$ cat src/rtl/rc5_pkg.sv
// Shared types, constants and rotate helpers for the RC5-32 block cipher.
// Depends on nothing; rc5_round, rc5_block_cipher and the testbench import it.
`default_nettype none

package rc5_pkg;

    localparam int MAX_ROUNDS = 16;
    localparam int KEY_DEPTH  = 2 * (MAX_ROUNDS + 1);
    localparam int ROW_DEPTH  = MAX_ROUNDS + 1;
    localparam int ROW_W      = $clog2(ROW_DEPTH);
    localparam int IDX_W      = 6;
    localparam int RCNT_W     = 5;

    localparam logic [1:0] FUNC_LOAD    = 2'd0;
    localparam logic [1:0] FUNC_ENCRYPT = 2'd1;
    localparam logic [1:0] FUNC_DECRYPT = 2'd2;

    localparam logic [RCNT_W-1:0] RCNT_RESET = RCNT_W'(16);
    localparam logic [RCNT_W-1:0] RCNT_12    = RCNT_W'(12);
    localparam logic [RCNT_W-1:0] RCNT_16    = RCNT_W'(16);
    localparam logic [RCNT_W-1:0] RCNT_8     = RCNT_W'(8);

    typedef logic [31:0] word_t;

    typedef struct packed {
        logic decrypt;
        logic whiten;
    } step_ctl_t;

    function automatic logic [RCNT_W-1:0] active_rounds(input logic [RCNT_W-1:0] rc);
        logic [RCNT_W-1:0] r;
        if (rc == RCNT_12)
            r = RCNT_12;
        else if (rc == RCNT_16)
            r = RCNT_16;
        else
            r = RCNT_8;
        if (r > RCNT_W'(MAX_ROUNDS))
            r = RCNT_W'(MAX_ROUNDS);
        return r;
    endfunction

    function automatic word_t rol32(input word_t x, input logic [4:0] n);
        logic [63:0] t;
        t = {x, x} << n;
        return t[63:32];
    endfunction

    function automatic word_t ror32(input word_t x, input logic [4:0] n);
        logic [63:0] t;
        t = {x, x} >> n;
        return t[31:0];
    endfunction

endpackage

`default_nettype wire

$ cat src/rtl/rc5_ram.sv
// Generic single-write, single-read synchronous RAM with registered read data.
// Depends on nothing; used for both round-key banks.
`default_nettype none

module rc5_ram #(
    parameter int WIDTH = 32,
    parameter int DEPTH = 17
) (
    input  wire                      clk,
    input  wire                      we,
    input  wire [$clog2(DEPTH)-1:0]  waddr,
    input  wire [WIDTH-1:0]          wdata,
    input  wire [$clog2(DEPTH)-1:0]  raddr,
    output logic [WIDTH-1:0]         rdata
);

    logic [WIDTH-1:0] mem [DEPTH];

    always_ff @(posedge clk)
    begin
        if (we)
        begin
            mem[waddr] <= wdata;
        end
        rdata <= mem[raddr];
    end

endmodule

`default_nettype wire

$ cat src/rtl/rc5_round.sv
// One RC5-32 step: a full encrypt or decrypt round, or the key whitening.
// Depends on rc5_pkg for the rotate helpers and the control struct.
`default_nettype none

module rc5_round (
    input  rc5_pkg::step_ctl_t ctl,
    input  rc5_pkg::word_t     a_in,
    input  rc5_pkg::word_t     b_in,
    input  rc5_pkg::word_t     k_even,
    input  rc5_pkg::word_t     k_odd,
    output rc5_pkg::word_t     a_out,
    output rc5_pkg::word_t     b_out
);
    import rc5_pkg::*;

    word_t a_enc;
    word_t b_enc;
    word_t a_dec;
    word_t b_dec;

    always_comb
    begin
        a_enc = rol32(a_in ^ b_in, b_in[4:0]) + k_even;
        b_enc = rol32(b_in ^ a_enc, a_enc[4:0]) + k_odd;
        b_dec = ror32(b_in - k_odd, a_in[4:0]) ^ a_in;
        a_dec = ror32(a_in - k_even, b_dec[4:0]) ^ b_dec;

        unique case ({ctl.decrypt, ctl.whiten})
            2'b01:
            begin
                a_out = a_in + k_even;
                b_out = b_in + k_odd;
            end
            2'b11:
            begin
                a_out = a_in - k_even;
                b_out = b_in - k_odd;
            end
            2'b10:
            begin
                a_out = a_dec;
                b_out = b_dec;
            end
            default:
            begin
                a_out = a_enc;
                b_out = b_enc;
            end
        endcase
    end

endmodule

`default_nettype wire

$ cat src/rtl/rc5_block_cipher.sv
// Top level of the RC5-32 block cipher: stream ports, sequencer, key banks.
// Depends on rc5_pkg, rc5_ram and rc5_round.
`default_nettype none

// RC5-32 encrypt/decrypt engine over a table of 34 expanded round-key words.
// The table lives in two synchronous RAMs of 17 rows each: even-indexed words
// in one, odd-indexed words in the other, so row i delivers the key pair of
// round i in a single read. Each input transaction carries func in tuser
// (0 load, 1 encrypt, 2 decrypt). A load writes one word and goes to DONE with
// a zero result; the input is ready again once DONE has moved that result into
// the output register. A load with key_index of 34 or more writes nothing.
// Encrypt and decrypt read one key row per cycle and apply one full round per
// cycle: r + 1 steps (whitening plus r rounds), then DONE moves the result into
// the output register once that register is free, and only then is the next
// input transaction accepted. Here r = 8, 12 or 16 from round_count: 12 and
// 16 select themselves, any other value selects 8. round_count is written over
// the cfg channel; the user must write it only while idle, as the block itself
// does not enforce this.
// One item is processed at a time. The result sits in an output register, and
// the next input transaction is accepted while that result still waits to be
// taken; a finished item then waits until the output register is free.
// Every key word must be loaded before any cipher item reads it.
module rc5_block_cipher (
    input  wire          clk,
    input  wire          rst_n,
    // Input stream.
    input  wire          s_tvalid,
    output logic         s_tready,
    // tdata from bit 0 up: key_index[5:0], key_word[37:6], block_a[69:38],
    // block_b[101:70], zero padding[103:102].
    input  wire [103:0]  s_tdata,
    // tuser: func[1:0].
    input  wire [1:0]    s_tuser,
    // Output stream.
    output logic         m_tvalid,
    input  wire          m_tready,
    // tdata from bit 0 up: out_a[31:0], out_b[63:32].
    output logic [63:0]  m_tdata,
    // Configuration: round_count.
    input  wire          cfg_valid,
    output logic         cfg_ready,
    input  wire [4:0]    cfg_data
);
    import rc5_pkg::*;

    localparam logic [1:0] ST_IDLE = 2'd0;
    localparam logic [1:0] ST_RUN  = 2'd1;
    localparam logic [1:0] ST_DONE = 2'd2;

    logic [1:0]        state_reg, state_next;
    logic [ROW_W-1:0]  ctr_reg, ctr_next;
    logic              decrypt_reg, decrypt_next;
    word_t             a_reg, a_next;
    word_t             b_reg, b_next;
    logic              out_valid_reg, out_valid_next;
    word_t             out_a_reg, out_a_next;
    word_t             out_b_reg, out_b_next;
    logic [RCNT_W-1:0] round_count_reg;

    logic [IDX_W-1:0]  in_key_index;
    word_t             in_key_word;
    word_t             in_block_a;
    word_t             in_block_b;
    logic [1:0]        in_func;

    logic              in_accept;
    logic [RCNT_W-1:0] rounds;
    logic [ROW_W-1:0]  rounds_row;
    logic [ROW_W-1:0]  rd_row;
    logic              wr_ok;
    logic              we_even;
    logic              we_odd;
    word_t             k_even;
    word_t             k_odd;
    step_ctl_t         step_ctl;
    word_t             a_step;
    word_t             b_step;
    logic              last_step;
    logic              out_free;

    assign in_key_index = s_tdata[5:0];
    assign in_key_word  = s_tdata[37:6];
    assign in_block_a   = s_tdata[69:38];
    assign in_block_b   = s_tdata[101:70];
    assign in_func      = s_tuser;

    assign s_tready  = (state_reg == ST_IDLE);
    assign in_accept = s_tvalid && s_tready;
    assign cfg_ready = 1'b1;

    assign rounds     = active_rounds(round_count_reg);
    assign rounds_row = ROW_W'(rounds);

    // Loads are written at the accepting edge; a cipher item cannot be
    // accepted until the load has gone through DONE, so a key read never
    // overlaps the write that feeds it.
    assign wr_ok   = in_accept && (in_func == FUNC_LOAD)
                     && (in_key_index < IDX_W'(KEY_DEPTH));
    assign we_even = wr_ok && !in_key_index[0];
    assign we_odd  = wr_ok && in_key_index[0];

    assign out_free = !out_valid_reg || m_tready;

    // Read address for the row needed in the following cycle.
    always_comb
    begin
        if (state_reg == ST_IDLE)
            rd_row = (in_func == FUNC_DECRYPT) ? rounds_row : '0;
        else if (state_reg == ST_RUN)
            rd_row = decrypt_reg ? (ctr_reg - 1'b1) : (ctr_reg + 1'b1);
        else
            rd_row = ctr_reg;
    end

    rc5_ram #(
        .WIDTH (32),
        .DEPTH (ROW_DEPTH)
    ) u_keys_even (
        .clk   (clk),
        .we    (we_even),
        .waddr (in_key_index[ROW_W:1]),
        .wdata (in_key_word),
        .raddr (rd_row),
        .rdata (k_even)
    );

    rc5_ram #(
        .WIDTH (32),
        .DEPTH (ROW_DEPTH)
    ) u_keys_odd (
        .clk   (clk),
        .we    (we_odd),
        .waddr (in_key_index[ROW_W:1]),
        .wdata (in_key_word),
        .raddr (rd_row),
        .rdata (k_odd)
    );

    // Row zero is whitening in both directions: first for encryption,
    // last for decryption.
    assign step_ctl.decrypt = decrypt_reg;
    assign step_ctl.whiten  = (ctr_reg == '0);

    rc5_round u_round (
        .ctl    (step_ctl),
        .a_in   (a_reg),
        .b_in   (b_reg),
        .k_even (k_even),
        .k_odd  (k_odd),
        .a_out  (a_step),
        .b_out  (b_step)
    );

    assign last_step = decrypt_reg ? (ctr_reg == '0) : (ctr_reg == rounds_row);

    always_comb
    begin
        state_next     = state_reg;
        ctr_next       = ctr_reg;
        decrypt_next   = decrypt_reg;
        a_next         = a_reg;
        b_next         = b_reg;
        out_valid_next = out_valid_reg;
        out_a_next     = out_a_reg;
        out_b_next     = out_b_reg;

        if (m_tvalid && m_tready)
            out_valid_next = 1'b0;

        unique case (state_reg)
            ST_IDLE:
            begin
                if (in_accept)
                begin
                    decrypt_next = (in_func == FUNC_DECRYPT);
                    a_next       = in_block_a;
                    b_next       = in_block_b;
                    ctr_next     = rd_row;
                    if (in_func == FUNC_ENCRYPT || in_func == FUNC_DECRYPT)
                    begin
                        state_next = ST_RUN;
                    end
                    else
                    begin
                        a_next     = '0;
                        b_next     = '0;
                        state_next = ST_DONE;
                    end
                end
            end
            ST_RUN:
            begin
                a_next   = a_step;
                b_next   = b_step;
                ctr_next = rd_row;
                if (last_step)
                    state_next = ST_DONE;
            end
            ST_DONE:
            begin
                if (out_free)
                begin
                    out_valid_next = 1'b1;
                    out_a_next     = a_reg;
                    out_b_next     = b_reg;
                    state_next     = ST_IDLE;
                end
            end
            default:
            begin
                state_next = ST_IDLE;
            end
        endcase
    end

    always_ff @(posedge clk or negedge rst_n)
    begin
        if (!rst_n)
        begin
            state_reg       <= ST_IDLE;
            out_valid_reg   <= 1'b0;
            round_count_reg <= RCNT_RESET;
        end
        else
        begin
            state_reg     <= state_next;
            out_valid_reg <= out_valid_next;
            if (cfg_valid && cfg_ready)
                round_count_reg <= cfg_data;
        end
    end

    always_ff @(posedge clk)
    begin
        ctr_reg     <= ctr_next;
        decrypt_reg <= decrypt_next;
        a_reg       <= a_next;
        b_reg       <= b_next;
        out_a_reg   <= out_a_next;
        out_b_reg   <= out_b_next;
    end

    assign m_tvalid = out_valid_reg;
    assign m_tdata  = {out_b_reg, out_a_reg};

    // The round counter never walks past the selected round count.
    a_ctr_range: assert property (@(posedge clk) disable iff (!rst_n)
        (state_reg == ST_RUN) |-> (ctr_reg <= rounds_row))
        else $error("round counter out of range");

    // A load or unused func skips the rounds and goes straight to DONE.
    a_load_done: assert property (@(posedge clk) disable iff (!rst_n)
        (in_accept && in_func != FUNC_ENCRYPT && in_func != FUNC_DECRYPT)
        |=> (state_reg == ST_DONE))
        else $error("non-cipher item did not finish at once");

    // Leaving DONE always presents a result and frees the input side.
    a_done_out: assert property (@(posedge clk) disable iff (!rst_n)
        (state_reg == ST_DONE && out_free) |=> (m_tvalid && state_reg == ST_IDLE))
        else $error("result not delivered from DONE");

    // A cipher item ends in DONE after its last key row.
    a_run_end: assert property (@(posedge clk) disable iff (!rst_n)
        (state_reg == ST_RUN && last_step) |=> (state_reg == ST_DONE))
        else $error("cipher item did not finish after last round");

endmodule

`default_nettype wire

$ cat config.mk
export PLATFORM = sky130hd
export DESIGN_NAME = rc5_block_cipher
export DESIGN_NICKNAME = d
export VERILOG_FILES = /design/src/rtl/rc5_pkg.sv /design/src/rtl/rc5_ram.sv /design/src/rtl/rc5_round.sv /design/src/rtl/rc5_block_cipher.sv
export SDC_FILE = /design/constraint.sdc
export NUM_CORES = 2
export LEC_CHECK = 0
export ABC_AREA = 0
export BUFFER_PORTS_ARGS = -buffer_cell sky130_fd_sc_hd__buf_2
export CAP_MARGIN = 20
export CORE_MARGIN = 2
export CORE_UTILIZATION = 30
export DETAILED_ROUTE_END_ITERATION = 16
export PLACE_DENSITY = 0.49
export REMOVE_ABC_BUFFERS = 1
export SETUP_SLACK_MARGIN = 0.1
export SLEW_MARGIN = 10
export SYNTH_ARGS = -nofsm -noshare
export SYNTH_HDL_FRONTEND = slang
export SYNTH_SLANG_ARGS = --single-unit
$ cat constraint.sdc
create_clock -name clk -period 29.3 [get_ports clk]
set_input_delay 5.86 -clock clk [delete_from_list [all_inputs] [get_ports clk]]
set_output_delay 5.86 -clock clk [all_outputs]
set_load 0.05 [all_outputs]
==> impl_metrics.toml <==
[logic_synthesis]
yosysWarnings = 0
synth_cell_types = 110
syn-cell-area_um2 = 70600
syn_inst = 6688
ys.flop_type = "edfxtp_1"
synth_seq_cells = 1294
avgSynthCellArea_um2 = 10.6
synthArstFlopShare_pct = 0.618
ys_seq_area_share_pct = 54.1
synth_enable_flop_cells = 1222

[hold_path]
hold_class = "reg -> reg"
min-delay-start = "u_keys_even.mem[16][22]"

[placed_design]
place_congestion = 0.977
place_inst = 9719
port_buffers = 179
dp_hpwl_um = 184000

[floorplanning]
initial_core_util_pct = 30.1
core-area_um2 = 235000
boundaryPins = 183
die-area_um2 = 239000
rows = 178
dieWidth_um = 489
die_y_um = 489

[worst_setup_path]
cp-startpoint = "b_reg[0]"
cp.required_ns = 29.83
crit_path_end_kind = "flop"
cpPeakStageDelay_ns = 0.83
path_common_cell = "o21ai_0"
crit_path_max_fanout = 19
start_kind = "flop"
worstPathArrival_ns = 13.54
r2r_start = "b_reg[0]"
worstSetupPathType = "reg -> reg"
cp_slowest_cell = "a311oi_1"

[clock_network]
hold_buffers = 0
numCtsBuffers = 143
h-tree-depth = 4
tritoncts = "yes"
post_cts_resized = 0
path_clk_slew_ns = 0.06
clock_path_buffers = 3
cts_root_buffer = "clkbuf_16"
clk_latency_ns = 0.81
cts.sinks = 1294
cts_setup_buffers = 0

[timing]
finalSetupTns_ns = 0
period_share_pct = 44.4
hold_viol_final = 0
whs_ns = 0.444
drv_slew = 0
fmax_ghz = 0.0769
setup_viol = 0
tightest_slew_ns = 1.19
finalClockSkew_ns = 0.0711
rsz0062_at_grt = "no"
fin_crit_ns = 13.01
maxSlewHeadroom_pct = 20.4

[cells_and_area]
nets = 6999
fillers = 23762
final_layout_size_suffix_gt1_share_pct = 10.9
reg_top3 = "u_keys_even.mem: 544 flops, u_keys_odd.mem: 544 flops"
final_cells = 9988
syn_to_final_growth_pct = 13.1

[global_route]
grt_pass1_vias = 52568
grt.total_usage_pct = 22.6
grt_pass1_wl_um = 392000
grt-ovfl-total = 0
grt_max_degree = 182
grt_antenna_before_repair = 25

[drt]
drc_errors = 0
post_drt_via_cell_ratio = 5.57
routed_wl_um = 278000
detail-route-antenna-nets = 0
wl_per_cell_um = 27.9
drt_iter0_markers = 5898
vias = 55640
drt_pass1_iterations = 6

[job]
maxCapViolations = 0

[status]
status = "finished clean"
[worst max-delay path: cells and delay by family (launching register included)]
family / cells / cell delay [ns]
AOI/OAI and AO/OA: 26 / 7.22
muxes: 4 / 1.21
and+or+nand+nor: 7 / 1.44
adders and majority gates: 3 / 0.87
DFF: 1 / 0.32
buffers and inverters: 4 / 1.36
xor gates and xnor gates: 1 / 0.27
[final timing paths]
check | endpoint | slack, ns | depth (start not counted)
max in group asynchronous | round_count_reg[4] | 24.16 | 1
min | u_keys_even.rdata[22] | 0.44 | 1
min reg2reg | u_keys_even.rdata[22] | 0.44 | 1
min in group asynchronous | m_tvalid | 4.90 | 1
max | b_reg[30] | 16.29 | 45
max reg2reg | b_reg[30] | 16.29 | 45
[per-stage QoR]
stage | util (%) | worst slack [ns] | instance area (um^2)
3_5_place_dp | 32.1 | 16.62 | 75300
3_3_place_gp | 32.1 | 16.64 | 75300
2_1_floorplan | - | 4.43 | 68700
4_1_cts | 34.0 | 16.53 | 79800
6_report | 34.0 | 16.29 | 79800
5_1_grt | 34.0 | 15.54 | 79800
[kinds of logic (layout without fill, tap and decap cells)]
group | count (synthesis) | count (layout) | share of synthesized area [%]
and+or+nand+nor | 2459 | 2459 | 15.2
AOI/OAI and AO/OA | 1555 | 1555 | 15.5
DFF | 1294 | 1294 | 54.1
buffers and inverters | 633 | 775 | 3.50
muxes | 325 | 325 | 5.27
xor gates and xnor gates | 252 | 252 | 3.34
adders and majority gates | 169 | 169 | 3.06
other | 1 | 9 | 0.00531
[synth_stat cells, drive strengths merged (45+ instances only)]
master / count / area, um^2
a31oi: 114 / 719
a21oi: 303 / 1520
dfxtp: 64 / 1280
inv: 151 / 567
nand2: 1303 / 4890
ha: 163 / 2040
and3: 157 / 982
xor2: 98 / 858
mux2: 45 / 507
xnor2: 146 / 1320
o21ai: 226 / 1130
a21o: 133 / 998
nor2: 348 / 1310
buf: 79 / 395
clkbuf: 396 / 1490
edfxtp: 1222 / 36700
a211oi: 112 / 861
nand3: 365 / 1830
a311oi: 202 / 1780
mux2i: 248 / 2490
o211ai: 57 / 428
nor3: 81 / 405
[routing by layer]
layer	track usage (%)	up-vias	routed length, um
li1	-	25090	-
met1	30.9	27843	121000
met2	35.2	2194	126000
met3	3.52	499	18000
met4	10.2	14	13400
met5	0	-	97
[layout make-up]
class	instances	area, um^2	share of cell area (%)
antenna	8	20.0	0.0251
multi-input combinational	4761	30300	38.0
tap	3150	3940	4.94
sequential	1294	38200	47.8
inverter	158	608	0.762
clock inverter	74	656	0.821
clock buffer	187	3830	4.79
timing repair buffer	356	2270	2.84
[placed cells by master, fill, tap and decap left out, types with 21 or more instances in the layout]
cell       instances
mux2i_1          247
nand3_1          364
nor2_4            22
edfxtp_1        1222
a31oi_1          113
a221o_1           21
clkbuf_1          38
and3_1           157
or3_1             31
mux2_2            45
nor3_1            72
a311oi_1         201
a211oi_1         108
nand2_1         1301
a221oi_1          31
ha_1             163
a22oi_1           30
o21ai_0          205
o21a_1            30
xor2_1            97
o22ai_1           36
dfxtp_1           64
a21o_1           133
inv_1            148
buf_4            173
clkinv_2          23
nor2_1           321
o221ai_1          33
o211ai_1          57
buf_2            179
mux4_2            32
nand2b_1          27
xnor2_1          141
clkbuf_16        145
clkinv_1          33
a21oi_1          300
and2_1            34
Power is not shown: default switching activity piles up to over one toggle a cycle in this logic, so the estimate is an artifact.
